===== src/rtl/core/wsfu_pkg.sv =====
// wsfu_pkg: types and constants for the websocket frame unmasker
// no dependencies; imported by websocket_frame_unmasker

package wsfu_pkg;

    localparam logic [7:0]  MASK_BIT        = 8'h80;
    localparam logic [6:0]  LEN_16          = 7'd126;
    localparam logic [6:0]  LEN_64          = 7'd127;
    localparam logic [3:0]  HDR_EXT16_BYTES = 4'd2;
    localparam logic [3:0]  HDR_EXT64_BYTES = 4'd8;
    localparam logic [3:0]  HDR_MASK_BYTES  = 4'd4;
    localparam logic [31:0] MAX_PAYLOAD_RST = 32'd4096;

    typedef enum logic [1:0] {
        ST_OK    = 2'd0,
        ST_PASS  = 2'd1,
        ST_LARGE = 2'd2,
        ST_TRUNC = 2'd3
    } status_t;

    typedef enum logic [6:0] {
        PH_IDLE    = 7'b0000001,
        PH_LEN     = 7'b0000010,
        PH_EXT     = 7'b0000100,
        PH_MASK    = 7'b0001000,
        PH_PAYLOAD = 7'b0010000,
        PH_PASS    = 7'b0100000,
        PH_DRAIN   = 7'b1000000
    } phase_t;

    typedef struct packed {
        logic [7:0] out_byte;
        logic       has_byte;
        logic       last;
        status_t    status;
    } res_t;

endpackage


===== src/rtl/core/websocket_frame_unmasker.sv =====
// websocket_frame_unmasker: single-frame receive decoder and payload unmasker
// depends on wsfu_pkg
//
// channel   dir  handshake               content
// s_axis    in   s_axis_tvalid/tready    tdata = data_byte, tlast = buffer_end
// m_axis    out  m_axis_tvalid/tready    tdata = out_byte, tlast = last,
//                                        tuser = {status, has_byte}
// cfg       in   cfg_valid/cfg_ready     cfg_data = max_payload
//
// one byte per cycle in unless stalled; a byte is first held in the input register,
// then its results enter a four-entry result queue that drives the output. each queue
// entry leaves as an output transfer of its own, so a byte that gives two results
// costs one extra output transfer. the input register holds its byte while the queue
// holds more than two results, so a blocked output side stalls the input only once
// the queue has filled that far.
// reset returns to idle with max_payload 4096 and an empty queue.

module websocket_frame_unmasker (
    input  logic        clk,
    input  logic        rst_n,
    input  logic        s_axis_tvalid,
    output logic        s_axis_tready,
    input  logic [7:0]  s_axis_tdata,   // [7:0] data_byte
    input  logic        s_axis_tlast,
    output logic        m_axis_tvalid,
    input  logic        m_axis_tready,
    output logic [7:0]  m_axis_tdata,   // [7:0] out_byte
    output logic        m_axis_tlast,
    output logic [2:0]  m_axis_tuser,   // [0] has_byte, [2:1] status
    input  logic        cfg_valid,
    output logic        cfg_ready,
    input  logic [31:0] cfg_data
);
    import wsfu_pkg::*;

    localparam int QDEPTH = 4;

    logic [31:0] max_payload_reg;

    logic        in_valid_reg;
    logic [7:0]  in_byte_reg;
    logic        in_end_reg;

    phase_t      phase_reg,     phase_next;
    logic [7:0]  first_byte_reg, first_byte_next;
    logic [3:0]  hdr_cnt_reg,   hdr_cnt_next;
    logic [63:0] ext_len_reg,   ext_len_next;
    logic [31:0] mask_key_reg,  mask_key_next;
    logic [31:0] remain_reg,    remain_next;
    logic [1:0]  mask_idx_reg,  mask_idx_next;

    res_t        queue_reg [QDEPTH];
    logic [1:0]  wr_ptr_reg;
    logic [1:0]  rd_ptr_reg;
    logic [2:0]  count_reg;

    logic        proc_fire;
    logic        in_fire;
    logic        out_fire;
    logic [1:0]  n_push;
    res_t        res0;
    res_t        res1;
    res_t        head;

    assign cfg_ready     = 1'b1;
    assign proc_fire     = in_valid_reg && (count_reg <= 3'd2);
    assign s_axis_tready = !in_valid_reg || proc_fire;
    assign in_fire       = s_axis_tvalid && s_axis_tready;

    assign head          = queue_reg[rd_ptr_reg];
    assign m_axis_tvalid = (count_reg != 3'd0);
    assign m_axis_tdata  = head.out_byte;
    assign m_axis_tlast  = head.last;
    assign m_axis_tuser  = {head.status, head.has_byte};
    assign out_fire      = m_axis_tvalid && m_axis_tready;

    always_comb
    begin
        logic [6:0] len7;
        logic [7:0] key;
        logic       too_large;
        logic       done;

        len7            = in_byte_reg[6:0];
        key             = 8'd0;
        too_large       = (ext_len_reg[63:32] != 32'd0) ||
                          (ext_len_reg[31:0] >= max_payload_reg);
        done            = (remain_reg == 32'd1);
        phase_next      = phase_reg;
        first_byte_next = first_byte_reg;
        hdr_cnt_next    = hdr_cnt_reg;
        ext_len_next    = ext_len_reg;
        mask_key_next   = mask_key_reg;
        remain_next     = remain_reg;
        mask_idx_next   = mask_idx_reg;
        n_push          = 2'd0;
        res0            = '{out_byte: 8'd0, has_byte: 1'b0, last: 1'b1, status: ST_TRUNC};
        res1            = '{out_byte: 8'd0, has_byte: 1'b0, last: 1'b1, status: ST_TRUNC};

        case (phase_reg)
            PH_IDLE:
            begin
                first_byte_next = in_byte_reg;
                if (in_end_reg)
                begin
                    n_push = 2'd1;
                end
                else
                begin
                    phase_next = PH_LEN;
                end
            end
            PH_LEN:
            begin
                if ((in_byte_reg & MASK_BIT) == 8'd0)
                begin
                    res0 = '{out_byte: first_byte_reg, has_byte: 1'b1, last: 1'b0,
                             status: ST_PASS};
                    res1 = '{out_byte: in_byte_reg, has_byte: 1'b1, last: in_end_reg,
                             status: ST_PASS};
                    n_push     = 2'd2;
                    phase_next = in_end_reg ? PH_IDLE : PH_PASS;
                end
                else
                begin
                    mask_key_next = 32'd0;
                    if (len7 < LEN_16)
                    begin
                        ext_len_next = {57'd0, len7};
                        hdr_cnt_next = HDR_MASK_BYTES;
                        phase_next   = PH_MASK;
                    end
                    else
                    begin
                        ext_len_next = 64'd0;
                        hdr_cnt_next = (len7 == LEN_64) ? HDR_EXT64_BYTES : HDR_EXT16_BYTES;
                        phase_next   = PH_EXT;
                    end
                    if (in_end_reg)
                    begin
                        n_push     = 2'd1;
                        phase_next = PH_IDLE;
                    end
                end
            end
            PH_EXT:
            begin
                ext_len_next = {ext_len_reg[55:0], in_byte_reg};
                hdr_cnt_next = hdr_cnt_reg - 4'd1;
                if (hdr_cnt_reg == 4'd1)
                begin
                    hdr_cnt_next = HDR_MASK_BYTES;
                    phase_next   = PH_MASK;
                end
                if (in_end_reg)
                begin
                    n_push     = 2'd1;
                    phase_next = PH_IDLE;
                end
            end
            PH_MASK:
            begin
                mask_key_next = {mask_key_reg[23:0], in_byte_reg};
                hdr_cnt_next  = hdr_cnt_reg - 4'd1;
                if (hdr_cnt_reg == 4'd1)
                begin
                    if (too_large || (ext_len_reg == 64'd0))
                    begin
                        res0.status = too_large ? ST_LARGE : ST_OK;
                        n_push      = 2'd1;
                        phase_next  = in_end_reg ? PH_IDLE : PH_DRAIN;
                    end
                    else
                    begin
                        remain_next   = ext_len_reg[31:0];
                        mask_idx_next = 2'd0;
                        if (in_end_reg)
                        begin
                            n_push     = 2'd1;
                            phase_next = PH_IDLE;
                        end
                        else
                        begin
                            phase_next = PH_PAYLOAD;
                        end
                    end
                end
                else if (in_end_reg)
                begin
                    n_push     = 2'd1;
                    phase_next = PH_IDLE;
                end
            end
            PH_PAYLOAD:
            begin
                case (mask_idx_reg)
                    2'd0:    key = mask_key_reg[31:24];
                    2'd1:    key = mask_key_reg[23:16];
                    2'd2:    key = mask_key_reg[15:8];
                    default: key = mask_key_reg[7:0];
                endcase
                mask_idx_next = mask_idx_reg + 2'd1;
                remain_next   = remain_reg - 32'd1;
                res0 = '{out_byte: in_byte_reg ^ key, has_byte: 1'b1, last: done,
                         status: ST_OK};
                n_push = 2'd1;
                if (done)
                begin
                    phase_next = in_end_reg ? PH_IDLE : PH_DRAIN;
                end
                else if (in_end_reg)
                begin
                    n_push     = 2'd2;
                    phase_next = PH_IDLE;
                end
            end
            PH_PASS:
            begin
                res0 = '{out_byte: in_byte_reg, has_byte: 1'b1, last: in_end_reg,
                         status: ST_PASS};
                n_push = 2'd1;
                if (in_end_reg)
                begin
                    phase_next = PH_IDLE;
                end
            end
            PH_DRAIN:
            begin
                if (in_end_reg)
                begin
                    phase_next = PH_IDLE;
                end
            end
            default:
            begin
                phase_next = PH_IDLE;
            end
        endcase
    end

    always_ff @(posedge clk or negedge rst_n)
    begin
        if (!rst_n)
        begin
            max_payload_reg <= MAX_PAYLOAD_RST;
        end
        else if (cfg_valid && cfg_ready)
        begin
            max_payload_reg <= cfg_data;
        end
    end

    always_ff @(posedge clk or negedge rst_n)
    begin
        if (!rst_n)
        begin
            in_valid_reg <= 1'b0;
        end
        else if (s_axis_tready)
        begin
            in_valid_reg <= s_axis_tvalid;
        end
    end

    always_ff @(posedge clk)
    begin
        if (in_fire)
        begin
            in_byte_reg <= s_axis_tdata;
            in_end_reg  <= s_axis_tlast;
        end
    end

    always_ff @(posedge clk or negedge rst_n)
    begin
        if (!rst_n)
        begin
            phase_reg      <= PH_IDLE;
            first_byte_reg <= 8'd0;
            hdr_cnt_reg    <= 4'd0;
            ext_len_reg    <= 64'd0;
            mask_key_reg   <= 32'd0;
            remain_reg     <= 32'd0;
            mask_idx_reg   <= 2'd0;
        end
        else if (proc_fire)
        begin
            phase_reg      <= phase_next;
            first_byte_reg <= first_byte_next;
            hdr_cnt_reg    <= hdr_cnt_next;
            ext_len_reg    <= ext_len_next;
            mask_key_reg   <= mask_key_next;
            remain_reg     <= remain_next;
            mask_idx_reg   <= mask_idx_next;
        end
    end

    // result queue
    always_ff @(posedge clk)
    begin
        if (proc_fire && (n_push != 2'd0))
        begin
            queue_reg[wr_ptr_reg] <= res0;
        end
        if (proc_fire && (n_push == 2'd2))
        begin
            queue_reg[wr_ptr_reg + 2'd1] <= res1;
        end
    end

    always_ff @(posedge clk or negedge rst_n)
    begin
        if (!rst_n)
        begin
            wr_ptr_reg <= 2'd0;
            rd_ptr_reg <= 2'd0;
            count_reg  <= 3'd0;
        end
        else
        begin
            if (proc_fire)
            begin
                wr_ptr_reg <= wr_ptr_reg + n_push;
            end
            if (out_fire)
            begin
                rd_ptr_reg <= rd_ptr_reg + 2'd1;
            end
            count_reg <= count_reg + (proc_fire ? {1'b0, n_push} : 3'd0)
                         - {2'b00, out_fire};
        end
    end

    a_queue_bound: assert property (@(posedge clk) disable iff (!rst_n)
        count_reg <= 3'(QDEPTH))
        else $error("result queue overflow");

    a_status_only_last: assert property (@(posedge clk) disable iff (!rst_n)
        m_axis_tvalid && !m_axis_tuser[0] |-> m_axis_tlast)
        else $error("status-only result without last");

    a_end_to_idle: assert property (@(posedge clk) disable iff (!rst_n)
        proc_fire && in_end_reg |=> phase_reg == PH_IDLE)
        else $error("buffer end did not return parser to idle");

    a_payload_remaining: assert property (@(posedge clk) disable iff (!rst_n)
        phase_reg == PH_PAYLOAD |-> remain_reg != 32'd0)
        else $error("payload phase with nothing remaining");

endmodule

===== config.mk =====
export PLATFORM = sky130hd
export DESIGN_NAME = websocket_frame_unmasker
export DESIGN_NICKNAME = d
export VERILOG_FILES = /design/src/rtl/core/wsfu_pkg.sv /design/src/rtl/core/websocket_frame_unmasker.sv
export SDC_FILE = /design/constraint.sdc
export NUM_CORES = 1
export LEC_CHECK = 0
export BUFFER_PORTS_ARGS = -buffer_cell sky130_fd_sc_hd__clkbuf_2
export CAP_MARGIN = 20
export CORE_MARGIN = 1.5
export CORE_UTILIZATION = 55
export CTS_BUF_LIST = sky130_fd_sc_hd__clkbuf_2 sky130_fd_sc_hd__clkbuf_4 sky130_fd_sc_hd__clkbuf_8
export DETAILED_ROUTE_END_ITERATION = 8
export PLACE_DENSITY = 0.72
export SLEW_MARGIN = 0
export SYNTH_ARGS = -nofsm -noshare
export SYNTH_HDL_FRONTEND = slang
export SYNTH_SLANG_ARGS = --single-unit

===== constraint.sdc =====
create_clock -name clk -period 5.8 [get_ports clk]
set_input_delay 0.58 -clock clk [delete_from_list [all_inputs] [get_ports clk]]
set_output_delay 0.58 -clock clk [all_outputs]
set_load 0.02 [all_outputs]

==> out/metrics.csv, run 1 <==
metric;value;unit
status;complete, no violations;
largest_reg_flops;64;
drcViolationCount;0;
post_cts_resized;0;
wl_per_cell;19.25;um
critPathSlowestCell;nor4b_2;
h-tree-depth;2;
placed_cell_area;0.01256;mm2
power_frac_comb;24.6;%
synth_nets;1243;
dieWidth;151.1;um
synthTopCellsByArea;dfrtp_1, edfxtp_1, a22o_1, ha_1, nand2_1;
finalWirelength;28.90;mm
ant_nets;0;
p_clk_share;31.5;%
cts_tree;done;
setup_ws;1496;ps
area_delta_synth_final;11.30;%
synth_top_area_share;38.79;%
place_ws;1539;ps
mostFrequentLayoutCells;dfrtp_1, nand2_1, a22o_1;
required;6220;ps
hp-class;in -> async;
cts-root-buf;clkbuf_8;
io_pins;61;
io_buffer_count;59;
fin_area;0.01343;mm2
crit_chain;inv_1, ha_1, nand2b_1, a2111o_1, a311oi_1, a21oi_1, nor4b_2, nor2_1, or3_1, nand2_1, ha_1, inv_1, ha_1, inv_1, fa_1, xor2_1, xnor2_1;
vdd_drop_max;0.1692;mV
crit_type;reg -> reg;
p_switching;1.671;mW
cp_max_fo;5;
setup.worst_path.end_class;flip-flop;
syn_avg_cell_area;10.47;um2
pwr-share-seq;43.9;%
drive_gt1_share;14.99;%
drv_slew;0;
hpwl;19.17;mm
path_delay_family;simple AND/OR/NAND/NOR gates;
critical_path.max_stage_delay;560;ps
dr_total_vias;9444;
antenna_found_initial;0;
swShare;32.94;%
start_util;55.62;%
drt-initial-drc-count;798;
synth_edf_count;49;
p_int;3.403;mW
netlist_instances;1152;
core-area;0.02169;mm2
synthArstFlopShare;76.83;%
cts_made_buffers;43;
grt_start_max_net_pins;89;
die_y;151.1;um
final_common_cell;dfrtp_1;
fmax;232.4;MHz
synth_area;0.01206;mm2
hold_viol_final;0;
postCtsSetupBuffers;0;
nets;1284;
maxSlewHeadroom;29.48;%
holdBufCountCts;0;
ys_ff_latch;246;
first_global_vias;8926;
synth.distinct_cells;72;
worst_setup_path_start_kind;flip-flop;
globalRouteOverflowTotal;0;
power.density;377.9;mW/mm2
period_needed;4304;ps
clk_latency;540;ps
rows;54;
finalSetupTns;0;ps
tightestPinTransition;1058;ps
grt_usage;25.85;%
final_util;61.91;%
viasPerCell;6.292;
grt_pass1_wl;46.75;mm
ys_seq_area_share;52.75;%
timing.final.crit_share;74.20;%
die-area;0.02283;mm2
setup_viol;0;
antenna_cells;0;
clock_path_buffers;3;
yosysWarnings;0;
clkTransAtPathRegs;60;ps
ys.flop_type;dfrtp_1;
arrival;4720;ps
finalPower;5.074;mW
power_leakage;5.922;nW
gp_congestion;0.8610;
cp_num_buf_inv;3;
cts_sinks;246;
fin_skew;20.49;ps
yosysTopAreaCell;dfrtp_1;
maxCapViolCount;0;
rsz0062_at_grt;false;
drt_first_pass_iters;6;
## cells in the mapped netlist, drive strengths merged, types with 20 or more instances
cell,instances
dfrtp,187
nand2,122
o21ai,91
a22o,90
a21oi,63
clkbuf,62
o22ai,61
inv,60
edfxtp,49
nor2,47
ha,44
nor3,32
nor4,28
nand4,20
## power by group through the flow
stage	Sequential (mW)	Combinational (mW)	Clock (mW)
6_report	2.23	1.25	1.60
3_3_place_gp	2.25	1.20	0
4_1_cts	2.23	1.25	1.63
3_5_place_dp	2.26	1.24	0
2_1_floorplan	2.11	0.995	0
5_1_grt	2.26	1.40	1.70
## through the flow
| step | hold slack, ps | instances |
|---|---|---|
| final | 108.3 | 1501 |
| after CTS | 121.2 | 1501 |
| after global placement | 451.0 | 1427 |
| after detailed placement | 449.3 | 1428 |
| after floorplan | 284.4 | 1152 |
| after global routing | 144.0 | 1501 |
## metal layers
metal | share of wire, % | GRT usage (%)
met3 | 6.5 | 3.976
met1 | 46 | 38.84
met5 | 0 | 0
met4 | 2.3 | 8.010
met2 | 45 | 38.58
## layout make-up
class / instances / area, um2
timing repair buffer: 69 / 399.1
inverter: 60 / 225.2
tap: 280 / 350.3
clock inverter: 9 / 65.06
fill: 1775 / 8260
sequential: 246 / 6364
clock buffer: 64 / 799.5
multi-input combinational: 773 / 5225
## cell families (layout without fill, tap and decap cells)
logic type	Yosys count	after routing	synth area share [%]
AND/OR/NAND/NOR	323	323	13.34
buffers and inverters	133	202	4.211
AO/OA/AOI/OAI	369	369	20.76
other	1	1	0.03108
flip-flops	246	246	52.75
XOR/XNOR	6	6	0.4356
multiplexers	29	29	3.744
adder cells (fa/ha/maj)	45	45	4.729
## final timing paths
kind	from	to	slack, ps	cells past startpoint
max in group asynchronous	rst_n	remain_reg[10]$_DFFE_PN0P_	4330	2
worst min-delay path	rst_n	ext_len_reg[51]$_DFFE_PN0P_	110	1
worst max-delay path	ext_len_reg[0]$_DFFE_PN0P_	count_reg[2]$_DFF_PN0_	1500	17
min in group clk	s_axis_tdata[5]	in_byte_reg[5]$_DFFE_PP_	210	1
worst min register to register	queue_reg[0][11]$_SDFFE_PP0N_	queue_reg[0][11]$_SDFFE_PP0N_	460	2
worst max register to register	ext_len_reg[0]$_DFFE_PN0P_	count_reg[2]$_DFF_PN0_	1500	17
No activity file was read; power rests on OpenSTA's default activity.
==> run 2, diff against run 1 <==
- PLACE_DENSITY: 0.72 -> 0.75
- clock period: 5.8 -> 3.8 ns (I/O delays scaled with it)
==> run 2 against run 1 <==
  * Clock skew shrank 5.0 ps
  * Largest cell class unchanged
  * Die area unchanged
  * Highest routed layer unchanged
  * Via count is 3.6% higher
  * Largest power group unchanged
==> out/metrics.csv, run 2 (synthesis gave the netlist of run 1 again) <==
metric;value;unit;change
setup.worst_path.end_class;flip-flop;;unchanged
globalRouteOverflowTotal;0;;unchanged
maxCapViolCount;0;;unchanged
mostFrequentLayoutCells;dfrtp_1, nand2_1, a22o_1;;unchanged
drcViolationCount;0;;unchanged
critical_path.max_stage_delay;410;ps;was 560 ps
fin_area;0.01398;mm2;was 0.01343 mm2
cts-root-buf;clkbuf_8;;unchanged
cts_tree;done;;unchanged
die-area;0.02283;mm2;unchanged
grt_start_max_net_pins;107;;was 89
path_delay_family;simple AND/OR/NAND/NOR gates;;unchanged
period_needed;3681;ps;was 4304 ps
h-tree-depth;2;;unchanged
largest_reg_flops;64;;unchanged
gp_congestion;0.8870;;was 0.8610
drv_slew;0;;unchanged
finalWirelength;29.91;mm;was 28.90 mm
cp_max_fo;2;;was 5
antenna_cells;0;;unchanged
ant_nets;0;;unchanged
timing.final.crit_share;96.88;%;was 74.20%
final_util;64.45;%;was 61.91%
clkTransAtPathRegs;60;ps;about the same
arrival;4100;ps;was 4720 ps
maxSlewHeadroom;35.14;%;was 29.48%
drt-initial-drc-count;923;;was 798
crit_type;reg -> reg;;unchanged
crit_start;ext_len_reg[0]$_DFFE_PN0P_;;unchanged
clock_path_buffers;3;;unchanged
die_y;151.1;um;unchanged
met2_usage;41.46;%;was 38.58%
drive_gt1_share;19.25;%;was 14.99%
crit_chain;inv_1, ha_1, nand2b_4, a2111o_1, a311oi_2, a21oi_2, nor4b_4, nor2_1, or3_4, nand2_4, ha_4, inv_4, ha_4, inv_2, fa_2, xor2_1, xnor2_1;;was inv_1, ha_1, nand2b_1, a2111o_1, a311oi_1, a21oi_1, nor4b_2, nor2_1, or3_1, nand2_1, ha_1, inv_1, ha_1, inv_1, fa_1, xor2_1, xnor2_1
nets;1335;;was 1284
drt_first_pass_iters;5;;was 6
final.fill_count;1709;;was 1775
wl_per_cell;19.20;um;was 19.25 um
finalPower;8.023;mW;was 5.074 mW
grt_usage;26.80;%;was 25.85%
hpwl;20.08;mm;was 19.17 mm
cts_made_buffers;43;;unchanged
required;4210;ps;was 6220 ps
hold_viol_final;0;;unchanged
io_buffer_count;59;;unchanged
placed_cell_area;0.01290;mm2;was 0.01256 mm2
cts_sinks;246;;unchanged
hp-class;in -> reg;;was in -> async
rows;54;;unchanged
dieWidth;151.1;um;unchanged
hp-start;s_axis_tlast;;
dr_total_vias;9784;;was 9444
io_pins;61;;unchanged
clk_latency;540;ps;about the same
setup_viol;0;;unchanged
regArea;0.006364;mm2;unchanged
ff2ff_setup_slack;120;ps;was 1500 ps
final_common_cell;dfrtp_1;;unchanged
cp_num_buf_inv;3;;unchanged
power_leakage;6.242;nW;was 5.922 nW
tightestPinTransition;972.9;ps;was 1058 ps
whs;17.77;ps;was 108.3 ps
critPathSlowestCell;or3_4;;was nor4b_2
use_met3;5.301;%;was 3.976%
area_delta_synth_final;15.87;%;was 11.30%
core-area;0.02169;mm2;unchanged
worst_setup_path_start_kind;flip-flop;;unchanged
power.density;573.9;mW/mm2;was 377.9 mW/mm2
fin_skew;15.53;ps;was 20.49 ps
first_global_vias;9408;;was 8926
status;complete, no violations;;unchanged
antenna_found_initial;0;;unchanged
start_util;55.62;%;unchanged
grt.busiest_layer;met2;;was met1
vdd_drop_max;0.3297;mV;was 0.1692 mV
grt_pass1_wl;48.02;mm;was 46.75 mm
multi_input_area;0.005311;mm2;was 0.005225 mm2
reg2reg_from;ext_len_reg[0]$_DFFE_PN0P_;;unchanged
fmax;271.6;MHz;was 232.4 MHz
viasPerCell;6.280;;was 6.292
met1_usage;37.88;%;was 38.84%
cp_common_cell;ha_4;;
-- run 2: area by class of cell --
cell class,count,share of cell area (%)
clock buffer,68,5.934
inverter,60,1.629
clock inverter,11,0.5639
timing repair buffer,120,5.845
sequential,246,45.52
multi-input combinational,773,38.00
tap,280,2.506
-- run 2: path summary, 6_finish.rpt --
| kind | to | depth (start not counted) |
|---|---|---|
| max in group asynchronous | mask_key_reg[14]$_DFFE_PN0P_ | 3 |
| min in group asynchronous | ext_len_reg[58]$_DFFE_PN0P_ | 2 |
| worst min register to register | queue_reg[0][11]$_SDFFE_PP0N_ | 2 |
| worst max register to register | count_reg[2]$_DFF_PN0_ | 17 |
| worst max-delay path | count_reg[2]$_DFF_PN0_ | 17 |
| worst min-delay path | in_end_reg$_DFFE_PP_ | 1 |
-- run 2: what timing repair did --
item / in CTS / in global routing
hold buffers: 5 / 2
setup buffers: 0 / 1
gates cloned: 0 / 0
setup endpoints to repair: 2 / 2
pin swaps: 4 / 12
resized for setup: 3 / 14
hold endpoints to repair: 49 / 2
-- run 2: per-layer routing --
| layer | routed length [um] | vias to the layer above |
|---|---|---|
| met1 | 12990 | 4788 |
| met2 | 13930 | 402 |
| met5 | 0 | - |
| met4 | 775 | 0 |
| li1 | - | 4530 |
| met3 | 2213 | 64 |
-- run 2: through the flow --
stage	TNS (ps)	setup WS, ps	cells
after floorplan	0	98.40	1152
after global placement	-93.70	-93.70	1471
after detailed placement	-159.3	-148.8	1471
after CTS	0	23.18	1555
after global routing	-0.7989	-0.7989	1558
final	0	118.7	1558
-- run 2: worst register-to-register path, cell delays in order, from the launching register on --
cell and delay, ps:
dfrtp_1 340, inv_1 40, ha_1 280, nand2b_4 130
a2111o_1 370, a311oi_2 300, a21oi_2 130, nor4b_4 350
nor2_1 110, or3_4 410, nand2_4 70, ha_4 200
inv_4 50, ha_4 110, inv_2 30, fa_2 350
xor2_1 160, xnor2_1 120
-- run 2: power breakdown --
part	leakage, nW	internal, mW	total (mW)	switching, mW
clock	0.487	1.45	2.51	1.06
sequential	3.07	3.03	3.36	0.332
combinational	2.68	0.881	2.15	1.27
total	6.24	5.36	8.02	2.66
